[src/rtl/bwc_pkg.sv]
// Package for the compact-to-work block: widths, decode constants and the
// item that the front end hands to the divider. No dependencies.
`default_nettype none

package bwc_pkg;

  localparam int unsigned CompactW = 32;
  localparam int unsigned ExpoW    = 8;
  localparam int unsigned MantW    = 23;
  localparam int unsigned SignBit  = 23;
  localparam int unsigned WorkW    = 256;
  localparam int unsigned WordW    = 64;
  localparam int unsigned DivSteps = WorkW;

  // Exponent that leaves the mantissa where it is.
  localparam logic [ExpoW-1:0] ExpoBias = 8'd3;
  // Exponent limits past which a nonzero mantissa no longer fits.
  localparam logic [ExpoW-1:0] ExpoMaxByte  = 8'd34;
  localparam logic [ExpoW-1:0] ExpoMaxShort = 8'd33;
  localparam logic [ExpoW-1:0] ExpoMaxWide  = 8'd32;
  localparam logic [MantW-1:0] MantByteMax  = 23'h0000ff;
  localparam logic [MantW-1:0] MantShortMax = 23'h00ffff;

  // One decoded item: divisor is target + 1, live starts the remainder at
  // one (clear for a zero target or an overflowed word, which give work 0).
  typedef struct packed {
    logic [WorkW-1:0] divisor;
    logic             live;
    logic             over;
  } bwc_item_t;

endpackage

`default_nettype wire

[src/rtl/bwc_queue.sv]
// Short item queue between front end and divider.
// Depends on bwc_pkg.
`default_nettype none

module bwc_queue
  import bwc_pkg::*;
#(
  parameter int unsigned Depth = 2
) (
  input  wire logic      clk_i,
  input  wire logic      rst_ni,
  input  wire logic      push_i,
  input  wire bwc_item_t item_i,
  output      logic      full_o,
  output      logic      valid_o,
  output      bwc_item_t item_o,
  input  wire logic      pop_i
);

  localparam int unsigned PtrW = (Depth > 1) ? $clog2(Depth) : 1;
  localparam int unsigned CntW = $clog2(Depth + 1);

  bwc_item_t       slot_q [Depth];
  logic [PtrW-1:0] wr_ptr_q, wr_ptr_d;
  logic [PtrW-1:0] rd_ptr_q, rd_ptr_d;
  logic [CntW-1:0] count_q, count_d;
  logic            do_push, do_pop;

  assign full_o  = (count_q == CntW'(Depth));
  assign valid_o = (count_q != '0);
  assign item_o  = slot_q[rd_ptr_q];
  assign do_push = push_i && !full_o;
  assign do_pop  = pop_i && valid_o;

  always_comb begin
    wr_ptr_d = wr_ptr_q;
    rd_ptr_d = rd_ptr_q;
    count_d  = count_q;
    if (do_push) begin
      wr_ptr_d = (wr_ptr_q == PtrW'(Depth - 1)) ? '0 : wr_ptr_q + PtrW'(1);
    end
    if (do_pop) begin
      rd_ptr_d = (rd_ptr_q == PtrW'(Depth - 1)) ? '0 : rd_ptr_q + PtrW'(1);
    end
    if (do_push && !do_pop) begin
      count_d = count_q + CntW'(1);
    end else if (do_pop && !do_push) begin
      count_d = count_q - CntW'(1);
    end
  end

  always_ff @(posedge clk_i or negedge rst_ni) begin
    if (!rst_ni) begin
      wr_ptr_q <= '0;
      rd_ptr_q <= '0;
      count_q  <= '0;
    end else begin
      wr_ptr_q <= wr_ptr_d;
      rd_ptr_q <= rd_ptr_d;
      count_q  <= count_d;
    end
  end

  always_ff @(posedge clk_i) begin
    if (do_push) begin
      slot_q[wr_ptr_q] <= item_i;
    end
  end

`ifndef SYNTH
  a_no_push_when_full : assert property (@(posedge clk_i) disable iff (!rst_ni)
    !(push_i && full_o))
    else $error("queue written while full");
  a_count_tracks : assert property (@(posedge clk_i) disable iff (!rst_ni)
    (do_push && !do_pop) |=> (count_q == $past(count_q) + CntW'(1)))
    else $error("queue count did not advance on push");
`endif

endmodule

`default_nettype wire

[config.mk]
export PLATFORM = sky130hd
export DESIGN_NAME = bwc_queue
export DESIGN_NICKNAME = d
export VERILOG_FILES = /design/src/rtl/bwc_pkg.sv /design/src/rtl/bwc_queue.sv
export SDC_FILE = /design/constraint.sdc
export NUM_CORES = 1
export LEC_CHECK = 0
export BUFFER_PORTS_ARGS = -buffer_cell sky130_fd_sc_hd__buf_2
export CAP_MARGIN = 20
export CORE_ASPECT_RATIO = 2
export CORE_MARGIN = 2
export CORE_UTILIZATION = 35
export DETAILED_ROUTE_END_ITERATION = 8
export HOLD_SLACK_MARGIN = 0.03
export MAX_ROUTING_LAYER = met4
export SYNTH_ARGS = -nofsm -noshare
export SYNTH_HDL_FRONTEND = slang
export SYNTH_SLANG_ARGS = --single-unit
[constraint.sdc]
create_clock -name clk_i -period 13.49 [get_ports clk_i]
set_input_delay 2.698 -clock clk_i [delete_from_list [all_inputs] [get_ports clk_i]]
set_output_delay 2.698 -clock clk_i [all_outputs]
set_load 0.01 [all_outputs]
After elaboration in Yosys (flattened, before gate mapping)

Memory sizes are Yosys's and may differ from the RTL's.
Index checks and enable logic that the tools add are counted.

Register bits after elaboration: 4
Bits in writable memories: 516
Output and inout port bits: 260
Logic and storage cells: 24
Memories: 1

Memory list:

| name   | depth | width | read ports | clocked after memory_dff | write ports | RTL line        | source |
|---|---|---|---|---|---|---|---|
| slot_q | 2     | 258   | 1          | 0                        | 1           | bwc_queue.sv:23 | `bwc_item_t slot_q [Depth];` |

Add/sub/neg operators: 4
Equality and inequality tests: 1
Mux-type cells: 6
Reductions and logical operators: 9

Operators with widths:

| operator            | count |
|---|---|
| $logic_and 1x1->1   | 4 |
| $mux 1              | 4 |
| $mux 2              | 2 |
| $reduce_bool 2->1   | 2 |
| $logic_not 1->1     | 3 |
| $add 1x1->1 const B | 2 |
| $add 2x1->2 const B | 1 |
| $eq 2x2->1 const B  | 1 |
| $sub 2x1->2 const B | 1 |

Logic depth before layout (Yosys ltp)

Depth after elaboration: 7
Mapped depth: 7
Gate-level depth less buffers: 7

Least setup slack after synthesis

No wires, ideal clock.

Path type: input -> register
From: input port push_i
To: memory slot_q[0][0] (netlist bit) (enable)
Library setup time: 881 ps
Data arrival time: 13474 ps
Required time: 12609 ps
Slack: -865 ps
Stages: 2
Cells stage by stage: nand2_1 > nor2_1

Cells in the longest elaborated chain, start to end: 3

RTL lines:

| what                         | RTL line        | source |
|---|---|---|
| start, declared              | bwc_queue.sv:12 | `input wire logic push_i,` |
| $logic_and 1x1->1            | bwc_queue.sv:32 | `assign do_push = push_i && !full_o;` |
| $mux 1                       | bwc_queue.sv:65 | `if (do_push) begin` |
| $mux 1 (implied by the code) | bwc_queue.sv:66 | `slot_q[wr_ptr_q] <= item_i;` |
| end, declared                | bwc_queue.sv:23 |  |

No other way between the ends.

==> impl_metrics.csv <==
group,metric,value,unit
outcome,status,"finished clean",
yosys,ys.warnings.count,0,
detailed_routing,detail_route.vias_per_cell,4.44,
yosys,synthesized_nets,1085,
pwr,p_per_area,217,nW/um^2
global_routing,first_pass_grt_wire_length,62.3,mm
pwr,power_frac_seq,44.2,%
worst_setup_path,cp_data_required_time,10.79,ns
sta,max_freq,0.155,GHz
place,dpl.cell_count,2069,
finish,fillCellCount,4935,
worst_setup_path,setup.worst_path.class,"reg2out",
clocking,tritoncts,"done",
worst_setup_path,regToRegSetupSlack,10.30,ns
finish,stdcell_count,2168,
worst_setup_path,critical_path_peak_fanout,62,
yosys,yosys.area_share.simple,0.172,%
yosys,postSynthCellCount,822,
yosys,synthMuxAreaShare,18.6,%
global_routing,grt_max_degree,80,
pwr,p_int,3.75,mW
pwr,static-leakage-power,9.59,nW
place,numPortBuffers,521,
yosys,netlist-cell-type-count,15,
sta,hold_viol_final,0,
yosys,yosys_register_bits,520,
sta,report.final.slew_viol_count,0,
clocking,cts.root.buffer_cell,"sky130_fd_sc_hd__clkbuf_16",
yosys,synth-compound-area-share,0,%
finish,share_of_layout_cells_above_drive_strength_1,61.3,%
finish,design.final.nets,1635,
global_routing,first_global_vias,10500,
floorplan,die-height,339,um
floorplan,core_area,55400,sq um
sta,tns,0,ns
global_routing,grt_antenna_before_repair,20,
worst_hold_path,hold_path.startpoint,"count_q[1]",
detailed_routing,vias,9620,
clocking,clk_pin_slew,0.06,ns
yosys,synth.avg_cell_area,23.9,sq um
yosys,syn_area,19700,sq um
job,drv_cap,0,
worst_hold_path,min-delay-path-class,"reg2reg",
pwr,power_total,5.31,mW
clocking,insertion_delay,0.56,ns
sta,actual_slew_at_the_worst_max_slew_pin,1.11,ns
sta,setup_viol,0,
place,finalWeightedCongestion,0.812,
clocking,clock-sinks,520,
clocking,cts-root-to-sink-buffers,3,
worst_setup_path,critical_path.startpoint_type,"flop",
clocking,htree_levels,2,
global_routing,grt.total_usage,14.9,%
sta,clock_skew,0.0172,ns
finish,post-route-cell-area,24500,sq um
pwr,power.combinational.fraction,31.8,%
floorplan,die_width,172,um
worst_setup_path,end_kind,"output pin",
floorplan,num_rows,122,
pwr,vdd_ir_drop_max,0.152,mV
detailed_routing,wl,43.6,mm
place,dpl_cell_area,23000,sq um
yosys,synth_sequential_area_ratio,79.3,%
clocking,post_cts_buffers,0,
worst_setup_path,crit-reg2reg-launch,"count_q[0]",
sta,setup_repair_after_global_routing_missed_its_margin,"no",
pwr,netSwitchingPower,1.56,mW
sta,layout_min_cycle_time,6.45,ns
detailed_routing,detailedRoute.firstPassIterationCount,4,
clocking,hold_bufs_inserted_after_cts,0,
detailed_routing,detail_route.wl_per_cell,20.1,um
sta,hold_slack,0.495,ns
place,detailedPlacementHpwl,30.5,mm
floorplan,boundary_pins,522,
yosys,yosys.area_share.xor_xnor,0.223,%
finish,layout_common_cells,"521 x sky130_fd_sc_hd__buf_2, 516 x sky130_fd_sc_hd__edfxtp_1, 202 x sky130_fd_sc_hd__mux2_4",
global_routing,grt-ovfl-total,0,
worst_setup_path,crit_start,"rd_ptr_q",
detailed_routing,final_antenna_net_count,0,
clocking,number_of_buffers_added_by_the_clock_tree_synthesis_step,45,
pwr,power.clock.fraction,24.0,%
worst_setup_path,worstPathArrival,3.75,ns
detailed_routing,drt_drc_violations_left,0,
sta,max_slew_margin,26.1,%
sta,final.period_utilization,47.8,%
yosys,synth_adder_area_share,0.0636,%
floorplan,initial_utilization,35.5,%
finish,areaGrowthSynthToFinish,24.6,%
clocking,post_cts_resized,0,
pwr,p_sw_share,29.3,%
detailed_routing,dr.first_iter.drc_count,455,
yosys,largest_family_of_logic_cells_by_synthesized_area,"multiplexers",
floorplan,total_die_area,58200,sq um
finish,mostFrequentLayoutCell,"sky130_fd_sc_hd__buf_2",
## metrics by stage
step                      setup WS [ns]  util [%]
after floorplan                    3.51         -
after global placement             7.60      41.5
after detailed placement           7.54      41.5
after CTS                          6.90      44.1
after global routing               6.77      44.2
final                              7.04      44.2
## power by group through the flow
stage / sequential (mW) / combinational (mW) / clock (mW)
global route: 2.38 / 1.82 / 1.38
floorplan: 2.41 / 1.20 / 0
finish: 2.35 / 1.69 / 1.28
global placement: 2.38 / 1.71 / 0
CTS: 2.36 / 1.74 / 1.33
detailed placement: 2.39 / 1.73 / 0
## critical path: stages, from the launching register on
cell and delay (ns):
sky130_fd_sc_hd__dfrtp_4 1.04, sky130_fd_sc_hd__buf_4 0.62, sky130_fd_sc_hd__buf_4 0.90, sky130_fd_sc_hd__mux2_2 0.43, sky130_fd_sc_hd__buf_2 0.14
## final cells by class
type / instances / area (sq um) / area share [%]
multi-input combinational: 271 / 3770 / 15.4
inverter: 2 / 7.51 / 0.0307
clock buffer: 57 / 1200 / 4.90
sequential: 520 / 15600 / 63.7
tap: 744 / 931 / 3.80
timing repair buffer: 532 / 2690 / 11.0
clock inverter: 25 / 251 / 1.03
antenna: 17 / 42.5 / 0.174
## Yosys cell counts (all sizes together)
| cell | number | area, sq um |
|---|---|---|
| ha | 1 | 12.5 |
| nand2 | 2 | 7.51 |
| and3 | 1 | 6.26 |
| nor2 | 2 | 7.51 |
| nand2b | 1 | 6.26 |
| mux2 | 258 | 3660 |
| xnor2 | 3 | 26.3 |
| inv | 2 | 7.51 |
| dfrtp | 4 | 100 |
| xor2 | 2 | 17.5 |
| edfxtp | 516 | 15500 |
| or2 | 1 | 6.26 |
| buf | 29 | 302 |
## state kept, by name, indices dropped and copies added, names as in the netlist
name / cells
slot_q: 516
count_q: 2
rd_ptr_q: 1
wr_ptr_q: 1
## per-layer routing
metal	wire length (um)	GRT usage, %	part of all wire [%]
met1	14300	14.0	33
met2	23700	27.2	54
met3	4010	4.54	9.2
met4	1540	6.66	3.5
met5	0	-	0
## kinds of logic after synthesis
family        count (synthesis)
flops                       520
mux                         258
buf+inv                      31
simple gates                  7
xor+xnor                      5
fa+ha+maj                     1
## path summary, 6_finish.rpt
check,endpoint,depth (start not counted)
setup / recovery,item_o[218],4
hold / removal,count_q[1],1
setup reg to reg,slot_q[0][190],5
hold reg to reg,count_q[1],1
max in group asynchronous,rd_ptr_q,1
min in group asynchronous,count_q[0],1
Note: power is estimated with default switching activity, not from simulation.
